<file path="config.mk">
export PLATFORM = sky130hd
export DESIGN_NAME = id_table_name_lookup_stream_core
export DESIGN_NICKNAME = d
export VERILOG_FILES = /design/src/hw/rtl/idtnl_pkg.sv /design/src/hw/rtl/id_table_name_lookup_stream_core.sv
export SDC_FILE = /design/constraint.sdc
export NUM_CORES = 1
export LEC_CHECK = 0
export BUFFER_PORTS_ARGS = -buffer_cell sky130_fd_sc_hd__buf_2
export CAP_MARGIN = 20
export CORE_MARGIN = 4
export CORE_UTILIZATION = 50
export CTS_CLUSTER_SIZE = 10
export DETAILED_ROUTE_END_ITERATION = 10
export PLACE_DENSITY = 0.78
export SYNTH_ARGS = -nofsm -noshare
export SYNTH_HDL_FRONTEND = slang
export SYNTH_SLANG_ARGS = --single-unit
export TNS_END_PERCENT = 5
</file>
<file path="constraint.sdc">
create_clock -name clk -period 5.3 [get_ports clk]
set_input_delay 1.06 -clock clk [delete_from_list [all_inputs] [get_ports clk]]
set_output_delay 1.06 -clock clk [all_outputs]
set_load 0.01 [all_outputs]
</file>
<file path="src/hw/rtl/idtnl_pkg.sv">
// Types, codes and constants of the id table name lookup stream.
package idtnl_pkg;

  localparam int ID_DIGITS_DEFAULT = 4;
  localparam int CFG_ADDR_W        = 3;
  localparam int CFG_DATA_W        = 32;
  localparam int ID_W              = 16;

  // Register indexes
  localparam logic REG_VENDOR_ID  = 1'b0;
  localparam logic REG_PRODUCT_ID = 1'b1;

  // Result kinds
  localparam logic [1:0] KIND_VENDOR_CHAR  = 2'd0;
  localparam logic [1:0] KIND_PRODUCT_CHAR = 2'd1;
  localparam logic [1:0] KIND_FINISHED     = 2'd2;

  // Finish status codes
  localparam logic [1:0] STATUS_BOTH_FOUND  = 2'd0;
  localparam logic [1:0] STATUS_VENDOR_ONLY = 2'd1;
  localparam logic [1:0] STATUS_NOT_FOUND   = 2'd2;

  // Line kinds
  localparam logic [1:0] LINE_VENDOR    = 2'd0;
  localparam logic [1:0] LINE_PRODUCT   = 2'd1;
  localparam logic [1:0] LINE_INTERFACE = 2'd2;

  // Characters of interest
  localparam logic [7:0] CH_HASH    = 8'h23;
  localparam logic [7:0] CH_TAB     = 8'h09;
  localparam logic [7:0] CH_NEWLINE = 8'h0A;
  localparam logic [7:0] CH_SPACE   = 8'h20;

  typedef struct packed {
    logic [7:0] byte_value;
    logic       end_of_file;
  } item_t;

  typedef struct packed {
    logic [1:0] kind;
    logic [7:0] name_char;
    logic [1:0] status;
  } result_t;

endpackage

</file>
<file path="src/hw/rtl/id_table_name_lookup_stream_core.sv">
// Id table name lookup: parses a streamed text table and emits matched names.
//
// Usage:
//   Table bytes arrive on the item channel (valid/ready), one request per
//   character; a request with end_of_file set closes the table and rearms
//   the search. Vendor and product ids are set over the APB port (vendor_id
//   at 0x0, product_id at 0x4) while the block is idle.
//   Each request yields zero or one result: a vendor name character, a
//   product name character, or one final status per search.
//   A result is registered in the result register, or in the skid register
//   while one waits. Throughput: one request per cycle while item_ready
//   is high; a byte is a single state update, item port to result register.
//   A two-deep output (result register plus skid register) keeps item_ready
//   high while one result waits; item_ready drops only when both hold data.
//   Reset (rst, synchronous) empties the output and puts the parser at the
//   start of a line, looking for the vendor; both ids reset to zero.
module id_table_name_lookup_stream_core #(
  parameter int ID_DIGITS = idtnl_pkg::ID_DIGITS_DEFAULT
) (
  input  logic                              clk,
  input  logic                              rst,
  // table bytes
  input  logic                              item_valid,
  output logic                              item_ready,
  input  idtnl_pkg::item_t                  item,
  // lookup results
  output logic                              result_valid,
  input  logic                              result_ready,
  output idtnl_pkg::result_t                result,
  // configuration
  input  logic                              psel,
  input  logic                              penable,
  input  logic                              pwrite,
  input  logic [idtnl_pkg::CFG_ADDR_W-1:0]  paddr,
  input  logic [idtnl_pkg::CFG_DATA_W-1:0]  pwdata,
  output logic [idtnl_pkg::CFG_DATA_W-1:0]  prdata,
  output logic                              pready
);

  localparam int ACC_W = 4 * ID_DIGITS;
  localparam int CNT_W = $clog2(ID_DIGITS + 1);
  localparam int CMP_W = (ACC_W > idtnl_pkg::ID_W) ? ACC_W : idtnl_pkg::ID_W;

  typedef enum logic [2:0] {
    PH_LINE_START,
    PH_AFTER_TAB,
    PH_DIGITS,
    PH_SKIP,
    PH_LEAD_WS,
    PH_NAME,
    PH_DONE
  } phase_t;

  // Configuration registers
  logic [idtnl_pkg::ID_W-1:0] vendor_id;
  logic [idtnl_pkg::ID_W-1:0] product_id;

  // Parser state
  phase_t           phase, phase_next;
  logic [ACC_W-1:0] id_acc, id_acc_next;
  logic [CNT_W-1:0] digit_count, digit_count_next;
  logic [1:0]       line_kind, line_kind_next;
  logic             vendor_found, vendor_found_next;

  // Output stage
  idtnl_pkg::result_t skid;
  logic               skid_valid;
  idtnl_pkg::result_t res;
  logic               res_produce;

  logic accept;
  logic take;
  logic push;

  // Digit path
  logic [1:0]       dig_kind;
  logic [ACC_W-1:0] dig_acc_base;
  logic [CNT_W-1:0] dig_cnt_base;
  logic             dig_run;
  logic             dig_is_hex;
  logic [3:0]       dig_val;
  logic [ACC_W-1:0] dig_acc;
  logic [CNT_W-1:0] dig_cnt;
  logic [CMP_W-1:0] dig_id;
  logic [1:0]       miss_status;

  logic [7:0] c;

  function automatic logic [4:0] hex_decode(input logic [7:0] ch);
    logic [4:0] r;
    r = 5'd0;
    if (ch >= "0" && ch <= "9") begin
      r = {1'b1, 4'(ch - "0")};
    end else if (ch >= "a" && ch <= "f") begin
      r = {1'b1, 4'(ch - "a" + 8'd10)};
    end else if (ch >= "A" && ch <= "F") begin
      r = {1'b1, 4'(ch - "A" + 8'd10)};
    end
    return r;
  endfunction

  assign c          = item.byte_value;
  assign item_ready = !skid_valid;
  assign accept     = item_valid && item_ready;
  assign take       = result_valid && result_ready;
  assign push       = accept && res_produce;
  assign miss_status = vendor_found ? idtnl_pkg::STATUS_VENDOR_ONLY
                                    : idtnl_pkg::STATUS_NOT_FOUND;

  // APB: always ready, writes land on the access cycle
  assign pready = 1'b1;
  always_comb begin
    case (paddr[2])
      idtnl_pkg::REG_VENDOR_ID:  prdata = idtnl_pkg::CFG_DATA_W'(vendor_id);
      idtnl_pkg::REG_PRODUCT_ID: prdata = idtnl_pkg::CFG_DATA_W'(product_id);
      default:                   prdata = '0;
    endcase
  end

  always_ff @(posedge clk) begin
    if (rst) begin
      vendor_id  <= '0;
      product_id <= '0;
    end else if (psel && penable && pwrite && pready) begin
      if (paddr[2] == idtnl_pkg::REG_VENDOR_ID) begin
        vendor_id <= pwdata[idtnl_pkg::ID_W-1:0];
      end else begin
        product_id <= pwdata[idtnl_pkg::ID_W-1:0];
      end
    end
  end

  // Digit accumulation; base values depend on whether this byte opens the id
  always_comb begin
    logic [4:0] h;
    h = hex_decode(c);
    dig_is_hex = h[4];
    dig_val    = h[3:0];
    dig_acc    = {dig_acc_base[ACC_W-5:0], dig_val};
    dig_cnt    = dig_cnt_base + CNT_W'(1);
    dig_id     = CMP_W'(dig_acc);
  end

  // Per-byte parser step
  always_comb begin
    phase_next        = phase;
    id_acc_next       = id_acc;
    digit_count_next  = digit_count;
    line_kind_next    = line_kind;
    vendor_found_next = vendor_found;
    res_produce       = 1'b0;
    res               = '0;
    dig_run           = 1'b0;
    dig_kind          = line_kind;
    dig_acc_base      = id_acc;
    dig_cnt_base      = digit_count;

    if (item.end_of_file) begin
      // end of table: close an open search, then rearm
      if (phase != PH_DONE) begin
        res_produce = 1'b1;
        res.kind    = idtnl_pkg::KIND_FINISHED;
        res.status  = (phase == PH_NAME && line_kind == idtnl_pkg::LINE_PRODUCT)
                      ? idtnl_pkg::STATUS_BOTH_FOUND : miss_status;
      end
      phase_next        = PH_LINE_START;
      id_acc_next       = '0;
      digit_count_next  = '0;
      line_kind_next    = idtnl_pkg::LINE_VENDOR;
      vendor_found_next = 1'b0;
    end else begin
      case (phase)
        PH_LINE_START: begin
          if (c == idtnl_pkg::CH_HASH) begin
            phase_next = PH_SKIP;
          end else if (c == idtnl_pkg::CH_TAB) begin
            phase_next = PH_AFTER_TAB;
          end else if (c != idtnl_pkg::CH_NEWLINE) begin
            dig_run      = 1'b1;
            dig_kind     = idtnl_pkg::LINE_VENDOR;
            dig_acc_base = '0;
            dig_cnt_base = '0;
          end
        end
        PH_AFTER_TAB: begin
          if (c == idtnl_pkg::CH_TAB) begin
            line_kind_next   = idtnl_pkg::LINE_INTERFACE;
            id_acc_next      = '0;
            digit_count_next = '0;
            phase_next       = PH_DIGITS;
          end else begin
            dig_run      = 1'b1;
            dig_kind     = idtnl_pkg::LINE_PRODUCT;
            dig_acc_base = '0;
            dig_cnt_base = '0;
          end
        end
        PH_DIGITS: begin
          dig_run = 1'b1;
        end
        PH_SKIP: begin
          if (c == idtnl_pkg::CH_NEWLINE) begin
            phase_next = PH_LINE_START;
          end
        end
        PH_LEAD_WS: begin
          if (c == idtnl_pkg::CH_NEWLINE) begin
            // empty name
            res_produce = 1'b1;
            res.kind    = idtnl_pkg::KIND_FINISHED;
            res.status  = miss_status;
            phase_next  = PH_DONE;
          end else if (c != idtnl_pkg::CH_SPACE && c != idtnl_pkg::CH_TAB) begin
            phase_next = PH_NAME;
            if (line_kind == idtnl_pkg::LINE_VENDOR) begin
              vendor_found_next = 1'b1;
            end
            res_produce   = 1'b1;
            res.kind      = (line_kind == idtnl_pkg::LINE_VENDOR)
                            ? idtnl_pkg::KIND_VENDOR_CHAR : idtnl_pkg::KIND_PRODUCT_CHAR;
            res.name_char = c;
          end
        end
        PH_NAME: begin
          if (c == idtnl_pkg::CH_NEWLINE) begin
            if (line_kind == idtnl_pkg::LINE_VENDOR) begin
              phase_next = PH_LINE_START;
            end else begin
              res_produce = 1'b1;
              res.kind    = idtnl_pkg::KIND_FINISHED;
              res.status  = idtnl_pkg::STATUS_BOTH_FOUND;
              phase_next  = PH_DONE;
            end
          end else begin
            res_produce   = 1'b1;
            res.kind      = (line_kind == idtnl_pkg::LINE_VENDOR)
                            ? idtnl_pkg::KIND_VENDOR_CHAR : idtnl_pkg::KIND_PRODUCT_CHAR;
            res.name_char = c;
          end
        end
        default: begin
          // finished: bytes are dropped until end of table
        end
      endcase

      // id digit and line decision
      if (dig_run) begin
        line_kind_next   = dig_kind;
        id_acc_next      = dig_acc;
        digit_count_next = dig_cnt;
        if (!dig_is_hex) begin
          res_produce = 1'b1;
          res.kind    = idtnl_pkg::KIND_FINISHED;
          res.status  = miss_status;
          phase_next  = PH_DONE;
        end else if (dig_cnt < CNT_W'(ID_DIGITS)) begin
          phase_next = PH_DIGITS;
        end else if (!vendor_found) begin
          if (dig_kind != idtnl_pkg::LINE_VENDOR) begin
            phase_next = PH_SKIP;
          end else if (dig_id > CMP_W'(vendor_id)) begin
            res_produce = 1'b1;
            res.kind    = idtnl_pkg::KIND_FINISHED;
            res.status  = idtnl_pkg::STATUS_NOT_FOUND;
            phase_next  = PH_DONE;
          end else begin
            phase_next = (dig_id == CMP_W'(vendor_id)) ? PH_LEAD_WS : PH_SKIP;
          end
        end else begin
          if (dig_kind == idtnl_pkg::LINE_INTERFACE) begin
            phase_next = PH_SKIP;
          end else if (dig_kind == idtnl_pkg::LINE_VENDOR ||
                       dig_id > CMP_W'(product_id)) begin
            res_produce = 1'b1;
            res.kind    = idtnl_pkg::KIND_FINISHED;
            res.status  = idtnl_pkg::STATUS_VENDOR_ONLY;
            phase_next  = PH_DONE;
          end else begin
            phase_next = (dig_id == CMP_W'(product_id)) ? PH_LEAD_WS : PH_SKIP;
          end
        end
      end
    end
  end

  // State, result register and skid register
  always_ff @(posedge clk) begin
    if (rst) begin
      phase        <= PH_LINE_START;
      id_acc       <= '0;
      digit_count  <= '0;
      line_kind    <= idtnl_pkg::LINE_VENDOR;
      vendor_found <= 1'b0;
      result_valid <= 1'b0;
      skid_valid   <= 1'b0;
    end else begin
      if (accept) begin
        phase        <= phase_next;
        id_acc       <= id_acc_next;
        digit_count  <= digit_count_next;
        line_kind    <= line_kind_next;
        vendor_found <= vendor_found_next;
      end
      if (take) begin
        if (skid_valid) begin
          result     <= skid;
          skid_valid <= 1'b0;
        end else begin
          result_valid <= push;
          result       <= res;
        end
      end else if (!result_valid) begin
        result_valid <= push;
        result       <= res;
      end else if (push) begin
        skid       <= res;
        skid_valid <= 1'b1;
      end
    end
  end

endmodule

</file>
## Word level (Yosys, flattened, before mapping)

Cells that the tools add are included.

- Register bits after elaboration: 79
- Bits in latches: 0
- RAM bits: 0
- Bits in read-only memories: 0
- Bits of input ports: 51
- Output and inout bits: 47
- Word-level logic and storage cells: 206
- Memories: 0

- Add/subtract/negate cells: 6
- $mul: 0
- Div/mod/pow operators: 0
- Order comparisons: 9
- Eq/ne operators: 24
- Shift-type cells: 0
- Muxes and demuxes: 118
- Bitwise operators: 3
- Reductions and logical operators: 31

Operators with widths:

| operator | count |
|---|---|
| 12-bit 2-to-1 mux | 12 |
| 3-bit 2-to-1 mux | 28 |
| 2-bit 2-to-1 mux | 35 |
| 32-bit case mux with 2 select lines | 1 |
| 12-bit case mux with 2 select lines | 2 |
| 16-bit == test | 2 |
| 16-bit > comparator | 2 |
| 1-bit 2-to-1 mux | 28 |
| 8-bit 2-to-1 mux | 3 |
| 8-bit by 4-bit == test with 1-bit output (second input constant) | 2 |
| 8-bit by 7-bit greater-or-equal comparator with 1-bit output (second input constant) | 2 |
| 8-bit by 7-bit <= comparator with 1-bit output (second input constant) | 2 |
| 8-bit by 4-bit != test with 1-bit output (second input constant) | 2 |
| 5-bit 2-to-1 mux | 3 |
| 3-bit case mux with 5 select lines | 1 |
| 4-bit by 1-bit subtractor with 4-bit output (second input constant) | 3 |
| 1-bit logical AND | 10 |
| 5-bit != test (second input constant) | 2 |
| 9-bit 2-to-1 mux | 1 |
| 4-bit adder (second input constant) | 2 |
| 8-bit by 6-bit == test with 1-bit output (second input constant) | 1 |
| 8-bit by 6-bit greater-or-equal comparator with 1-bit output (second input constant) | 1 |
| 8-bit by 6-bit <= comparator with 1-bit output (second input constant) | 1 |
| 4-bit != test (second input constant) | 2 |
| other kinds (30) | 43 |

## Longest topological paths before layout

Gate-level depths: netlist (run 1).

- Depth in word-level cells: 18
- Mapped depth: 16
- Gate-level depth less buffers: 16

## Least setup slack after synthesis (run 1)

No wires, ideal clock.

- Path type: input port to flip-flop
- From: input port item[2] (netlist bit)
- To: register skid[0] (netlist bit), enable pin
- Setup time: 390 ps
- Data arrival time: 4995 ps
- Data required time: 4910 ps
- Setup slack: -85 ps
- Stages on the path: 15
- Path buffers: 1
- Cell sequence: inv_1 -> ha_1 -> and3b_1 -> a21o_1 -> nor3_2 -> clkbuf_1 -> nor2b_1 -> ha_1 -> nand4_1 -> or4_1 -> a311o_1 -> a21oi_2 -> nand4_2 -> a41o_1 -> nor4b_2

- Cells in the longest elaborated chain, start to end: 17
- Elaborated cells between the ends (all ways): 71
- Classes of those cells: 6 x add/sub; 9 x order compare; 7 x eq/ne; 40 x mux; 9 x reduce/logical

Ends and longest elaborated chain:

| element | RTL line | RTL |
|---|---|---|
| start, declared | id_table_name_lookup_stream_core.sv:25 | `input idtnl_pkg::item_t item,` |
| branches (longest 13 deep; another with 16-bit > comparator) | -- |  |
| 1-bit 2-to-1 mux * | id_table_name_lookup_stream_core.sv:247 | `if (dig_run) begin` |
| 1-bit 2-to-1 mux * | id_table_name_lookup_stream_core.sv:158 | `if (item.end_of_file) begin` |
| 1-bit logical AND * | id_table_name_lookup_stream_core.sv:106 | `assign push = accept && res_produce;` |
| 4-bit AND reduction (no source line) * | -- |  |
| end signal, assigned | id_table_name_lookup_stream_core.sv:316 | `skid <= res;` |
| end, declared | id_table_name_lookup_stream_core.sv:66 | `idtnl_pkg::result_t skid;` |

Mark *: on every way between the ends. The select of a mux whose other input is x is not followed.
A chain may end at the register's enable or synchronous reset.

## Final worst setup path (run 1)

- From: input port item[1] (netlist bit)
- To: register skid[6] (netlist bit), enable pin

The elaborated chain is that of the path after synthesis.

==> results of run 1 <==
==> area by class of cell <==
class                   instances  area (µm²)
fillers                       859        3900
multi-input cells             449        2800
flip-flops and latches         79        1820
repair buffers                 69         388
inverters                      43         161
well taps                     129         161
clock buffers                  12         160
clock inverters                 4        27.5
==> cells by family (layout without fill, tap and decap cells) <==
logic type / count (synthesis) / after routing / synth area share
compound gates: 155 / 155 / 0.201
flops: 79 / 79 / 0.369
other cells: 2 / 17 / 0.00152
xor+xnor: 3 / 3 / 0.00914
mux: 13 / 13 / 0.0297
fa+ha+maj: 36 / 36 / 0.0913
simple gates: 225 / 225 / 0.220
buf+inv: 85 / 128 / 0.0782
==> cell usage in the layout (no fill, tap or decap), drive strengths merged, types with 12 or more instances in the layout <==
master  instances
nor2           44
dfxtp          55
clkbuf         12
edfxtp         24
nand3          12
buf            69
a21oi          56
a22oi          14
inv            44
mux2           13
conb           17
nor2b          20
o21ai          38
nand2          99
ha             36
==> synthesized netlist by cell type (all sizes together) (14+ instances only) <==
cell type	instances	area [µm²]
a21oi	56	284
edfxtp	24	721
o21ai	38	190
nand2	99	372
inv	43	161
dfxtp	55	1100
nor2b	20	125
nor2	44	168
a22oi	14	105
buf	19	138
ha	36	450
clkbuf	23	86.3
==> worst register-to-register path, stage by stage, from the launching register on <==
cell and delay (ns):
dfxtp_1 0.44, or2_2 0.39, a21o_1 0.21, nor3_2 0.24, buf_12 0.18, nor2b_1 0.08, ha_1 0.30, nand4_1 0.15
or4_1 0.60, a311o_1 0.32, a21oi_2 0.22, nand4_2 0.16, a41o_1 0.33, nor4b_4 0.28, buf_12 0.18
==> path summary, 6_finish.rpt <==
kind / start / to / slack (ns) / depth (start not counted)
hold / removal: vendor_id[12] / vendor_id[12] / 0.46 / 2
hold reg to reg: vendor_id[12] / vendor_id[12] / 0.46 / 2
setup reg to reg: phase[2] / skid[6] / 0.95 / 14
setup / recovery: item[1] / skid[6] / 0.41 / 16
==> sequential cells by signal, indices dropped and copies added (netlist names) <==
name and cells:
skid_valid 1, result_valid 1, skid 12, id_acc 12, line_kind 2, vendor_id 16, result 12, product_id 16
vendor_found 1, phase 3, digit_count 3
==> routing by layer <==
layer	GRT usage	vias to the layer above
met1	0.254	2054
li1	-	2170
met2	0.354	160
met3	0.0390	28
met5	0	-
met4	0.0694	0
==> metrics by stage <==
| stage | instance area (µm²) | total power [W] | std cells |
|---|---|---|---|
| 2_1_floorplan | 5000 | 0.000835 | 613 |
| 4_1_cts | 5490 | 0.00132 | 783 |
| 6_report | 5520 | 0.00132 | 785 |
| 3_3_place_gp | 5310 | 0.000889 | 767 |
| 3_5_place_dp | 5310 | 0.000895 | 767 |
| 5_1_grt | 5520 | 0.00139 | 785 |
==> power by group <==
part | switching [W] | internal [W]
clock network | 0.000230 | 0.000205
registers | 0.0000180 | 0.000641
logic | 0.000142 | 0.0000862
==> what timing repair did <==
item / 4_1_cts / 5_1_grt
gates resized for setup: 0 / 1
endpoints found under the setup margin: 0 / 1
hold endpoints to repair: 0 / 0
hold buffers: 0 / 0
==> impl_results.md, run 1 <==
- Async SR Flop Fraction: 0
- CP peak stage delay: around 0.60 ns
- Post-synth EDFFs: 24
- Part of the cycle the worst path needs: 0.923
- Die height: roughly 110 µm
- I/O pins: between 90 and 100
- CTS Sinks: a little under 80
- Fin util: 0.586
- CTS tree: built
- Yosys warns: 0
- Final slew viol count: 0
- DRC Markers: 0
- Area Growth Syn to Fin: 11.8%
- Lkg Pwr: around 2.2 nW
- CTS Buf Count: 9
- I/O Buffers: 62
- Register bit total from synthesis: approximately 80
- Initial antenna violation count: 0
- Detailed Routing Iterations Pass 1: 5
- Setup TNS Final: 0 ns
- Post-Route WL: between 10,000 and 15,000 µm
- Worst-margin pin slew: 0.976 ns
- F_max: 204 MHz
- Mapped cell area: a little under 0.005 mm²
- Top delay family on crit path: simple AND/OR/NAND/NOR gates
- Die area: roughly 0.012 mm²
- Sequential-to-total area share from yosys stat: 0.369
- Largest net degree at the start of global routing: 55
- Htree depth: 3
- Hold_ws: roughly 0.46 ns
- Worst-skew pair later-pin latency: about 0.36 ns
- # diodes: 0
- Crit path time final: roughly 4.9 ns
- Metal3 WL: ~760 µm
- Required time worst endpoint: between 5 and 6 ns
- Final Skew: between 0.015 and 0.02 ns
- Max VDD drop: ~120 µV
- Met2 wire length: roughly 5700 µm
- Die width: about 110 µm
- Detailed-route wire length per cell: ~15 µm
- CP Capture Type: flop
- Final WS setup: between 0.4 and 0.5 ns
- ANT nets after route: 0
- Postcts setup bufs: 0
- CTS Root Cell: clkbuf_8
- Row count: 35
- GPL Wtd Cong: roughly 0.9
- Status: completed
- Dpl hpwl: between 8000 and 9000 µm
- Hold Violations, Final: 0
- WL met1: between 4000 and 5000 µm
- Buf/Inv on CP: 3
- DP Worst Slack: 0.0508 ns
- Core ar.: 0.00942 mm²
- GR Util All Layers: 0.204
- Number of global-route vias before repair: between 4,000 and 5,000
- Nets@finish: about 740
- Worst Setup Start Kind: primary input
- GR Overflow Total: 0
- Worst-path cell chain: buf_2, ha_1, nand3b_1, a2111oi_4, nor3_2, buf_12, nor2b_1, ha_1, nand4_1, or4_1, a311o_1, a21oi_2, nand4_2, a41o_1, nor4b_4, buf_12
- Syn Inst Count: ~600
- Max Cap Violations: 0
- Post-synth cell types: 64
- 1st-iter DRT viols: ~270
- First-pass GRT wire length: roughly 19,000 µm
- Type of the most critical hold path: flop to flop
- Crit path max-delay cell type: or4_1
- WS Path Type: primary input to flop
- Initial core utilization: 0.524
- Vias/cell: roughly 5.6
- Vias after detailed routing: approximately 4,400
- Worst EP arrival: 4.97 ns
- Unrepaired setup endpoints after global routing: false
- Layout cells sized above 1: 0.175
- Syn_area_per_cell: 8.25 µm²
- Clock Tree Buf Depth: 2
- Max FO, Critical Path: 16
- Clk pin slew, worst setup/hold paths: ~0.090 ns
- Setup-failing EPs final: 0
- Max_slew headroom: 0.350
- Pwr Density: ~240 mW/mm²
- Post-synth top flop: dfxtp_1
- Highest routed layer: met4
(Power assumes the default switching activity.)
==> run 2, diff against run 1 <==
--- a/config.mk
+++ b/config.mk
@@ -9,4 +9,6 @@
 export CAP_MARGIN = 20
+export CELL_PAD_IN_SITES_DETAIL_PLACEMENT = 0
+export CELL_PAD_IN_SITES_GLOBAL_PLACEMENT = 1
 export CORE_MARGIN = 4
-export CORE_UTILIZATION = 50
+export CORE_UTILIZATION = 37
 export CTS_CLUSTER_SIZE = 10
--- a/constraint.sdc
+++ b/constraint.sdc
@@ -3,2 +3,2 @@
 set_output_delay 1.06 -clock clk [all_outputs]
-set_load 0.01 [all_outputs]
+set_load 0.02 [all_outputs]
==> run 2 against run 1 <==
First-iteration DRC count down 27%. Critical endpoint is now skid[4]. Critical path depth up 1. Global-route usage down 3.6 points. Sequential power about the same. Highest routed layer unchanged.
==> impl_results.md, run 2 (synthesis gave the netlist of run 1 again) <==
- R2R Setup Slk: 0.93 ns
- Detailed-route wire length per cell: 14.7 µm
- Setup TNS Final: 0 ns
- Vias/cell: between 5 and 6
- Hold_ws: around 0.45 ns
- Pwr Density: around 270 mW/mm²
- ANT nets after route: 0
- CTS Root Cell: clkbuf_16
- Gr busiest metal: met2
- Core ar.: 0.0128 mm²
- Final Skew: ~0.0085 ns
- Crit path time final: 4.88 ns
- CTS Sinks: 79
- Nets@finish: roughly 740
- GRT met1 Usage: 0.212
- Vias after detailed routing: 4,372
- F_max: approximately 200 MHz
- Clk pin slew, worst setup/hold paths: 0.06 ns
- GR Util All Layers: 0.168
- Max FO, Critical Path: 16
- Hold_buf cts: 0
- Worst reg2reg endpoint: skid[4]
- Final slew viol count: 0
- Max VDD drop: between 150 and 200 µV
- CP Capture Type: flop
- Worst EP arrival: just under 5 ns
- Most frequent cells in the layout: nand2_1 (99), buf_2 (62), a21oi_1 (55), dfxtp_1 (55)
- Detailed Routing Iterations Pass 1: 5
- GPL Wtd Cong: ~0.9
- I/O Buffers: 62
- GR Util met2: 0.283
- Die width: 123 µm
- Required time worst endpoint: between 5 and 6 ns
- Setup-failing EPs final: 0
- HP Start: vendor_id[9]
- Post-Route WL: ~12,000 µm
- WS Path Type: primary input to flop
- Area Growth Syn to Fin: 15.8%
- CTS Buf Count: 9
- Hold Violations, Final: 0
- Part of the cycle the worst path needs: 0.920
- Worst-skew pair later-pin latency: 0.35 ns
- Top flop regs: product_id x16, vendor_id x16
- 1st-iter DRT viols: between 150 and 200
- Most common cell after layout, fill and taps aside: nand2_1
- Lkg Pwr: between 2 and 2.5 nW
- I/O pins: 98
- Worst-margin pin slew: roughly 1.0 ns
- Cts repair resizes: 0
- Layout cells sized above 1: 0.179
- Die height: 123 µm
- Row count: 41
- Initial core utilization: 0.384
- Initial antenna violation count: 0
- Met3 Track Usage GR: 0.0371
- Final WS setup: 0.422 ns
- Fillers: 1,318
- Max_slew headroom: 0.305
- DP Worst Slack: about 0.068 ns
- Status: completed
- Type of the most critical hold path: flop to flop
- Die area: approximately 0.015 mm²
- Area of the multi-input gates: approximately 0.0028 mm²
- Max Cap Violations: 0
- Clock Tree Buf Depth: 2
- Unrepaired setup endpoints after global routing: false
- DRC Markers: 0
- Hold depth: 2
- GR Overflow Total: 0
- Register Area: roughly 0.0018 mm²
- Hold Path Sink: vendor_id[9]
- # diodes: 0
- First-pass GRT wire length: roughly 20,000 µm
- CTS tree: built
- FF-to-FF path depth: 14
- Worst Setup Start Kind: primary input
- Htree depth: 3
- FF-to-FF Start: phase[2]
- Largest net degree at the start of global routing: between 50 and 60
- Dpl hpwl: between 9000 and 10,000 µm
- Postcts setup bufs: 0
- Number of global-route vias before repair: 4,189
==> run 2: cell types whose count changed in the layout (fill, tap and decap cells not counted), moves of 2 or more <==
cell	change
clkbuf_8	-9
clkbuf_16	+8
inv_6	+3
buf_6	+2
clkinvlp_4	+2
==> run 2: metrics by stage <==
stage | std cells | cell area, µm² | power, W | utilization
after floorplan | 613 | 5000 | 0.000848 | -
after global placement | 812 | 5380 | 0.000913 | 0.419
after detailed placement | 814 | 5390 | 0.000918 | 0.421
after CTS | 830 | 5700 | 0.00156 | 0.444
after global routing | 831 | 5710 | 0.00162 | 0.445
final | 831 | 5710 | 0.00154 | 0.445
==> run 2: worst max-delay path by stage <==
stage	from	to	cells past startpoint
final	item[2]	skid[4]	17
after global routing	item[1]	skid[4]	16
after CTS	item[2]	skid[9]	17
after detailed placement	item[2]	skid[9]	17
after global placement	item[2]	skid[4]	17
after floorplan	item[2]	skid[0]	15
==> run 2: critical path, stage by stage <==
cell     delay, ns
buf_2         0.14
inv_1         0.09
ha_1          0.19
and3b_1       0.19
a21o_1        0.20
nor3_2        0.27
buf_12        0.18
nor2b_1       0.07
ha_1          0.32
nand4_1       0.14
or4_1         0.58
a311o_1       0.32
a21oi_2       0.25
nand4_2       0.16
a41o_1        0.32
nor4b_4       0.27
buf_12        0.18
==> run 2: layout make-up <==
cell class / instances / share of cell area
Clock inverter: 7 / 0.0138
Multi-Input combinational cell: 449 / 0.488
Sequential cell: 79 / 0.319
Tap cell: 172 / 0.0377
Clock buffer: 9 / 0.0394
Inverter: 43 / 0.0283
Timing Repair Buffer: 72 / 0.0732
==> run 2: power by group <==
group | internal, W | leakage (nW) | total (W) | switching, W
clock network | 0.000370 | 0.139 | 0.000639 | 0.000269
registers | 0.000642 | 0.672 | 0.000660 | 0.0000184
logic | 0.0000891 | 1.46 | 0.000246 | 0.000157
total | 0.00110 | 2.27 | 0.00154 | 0.000444
==> run 2: routing by layer <==
metal  part of all wire  vias to the layer above
li1                   -                     2186
met1               0.45                     2062
met2               0.48                      107
met3              0.047                       17
met4              0.018                        0
met5                  0                        -
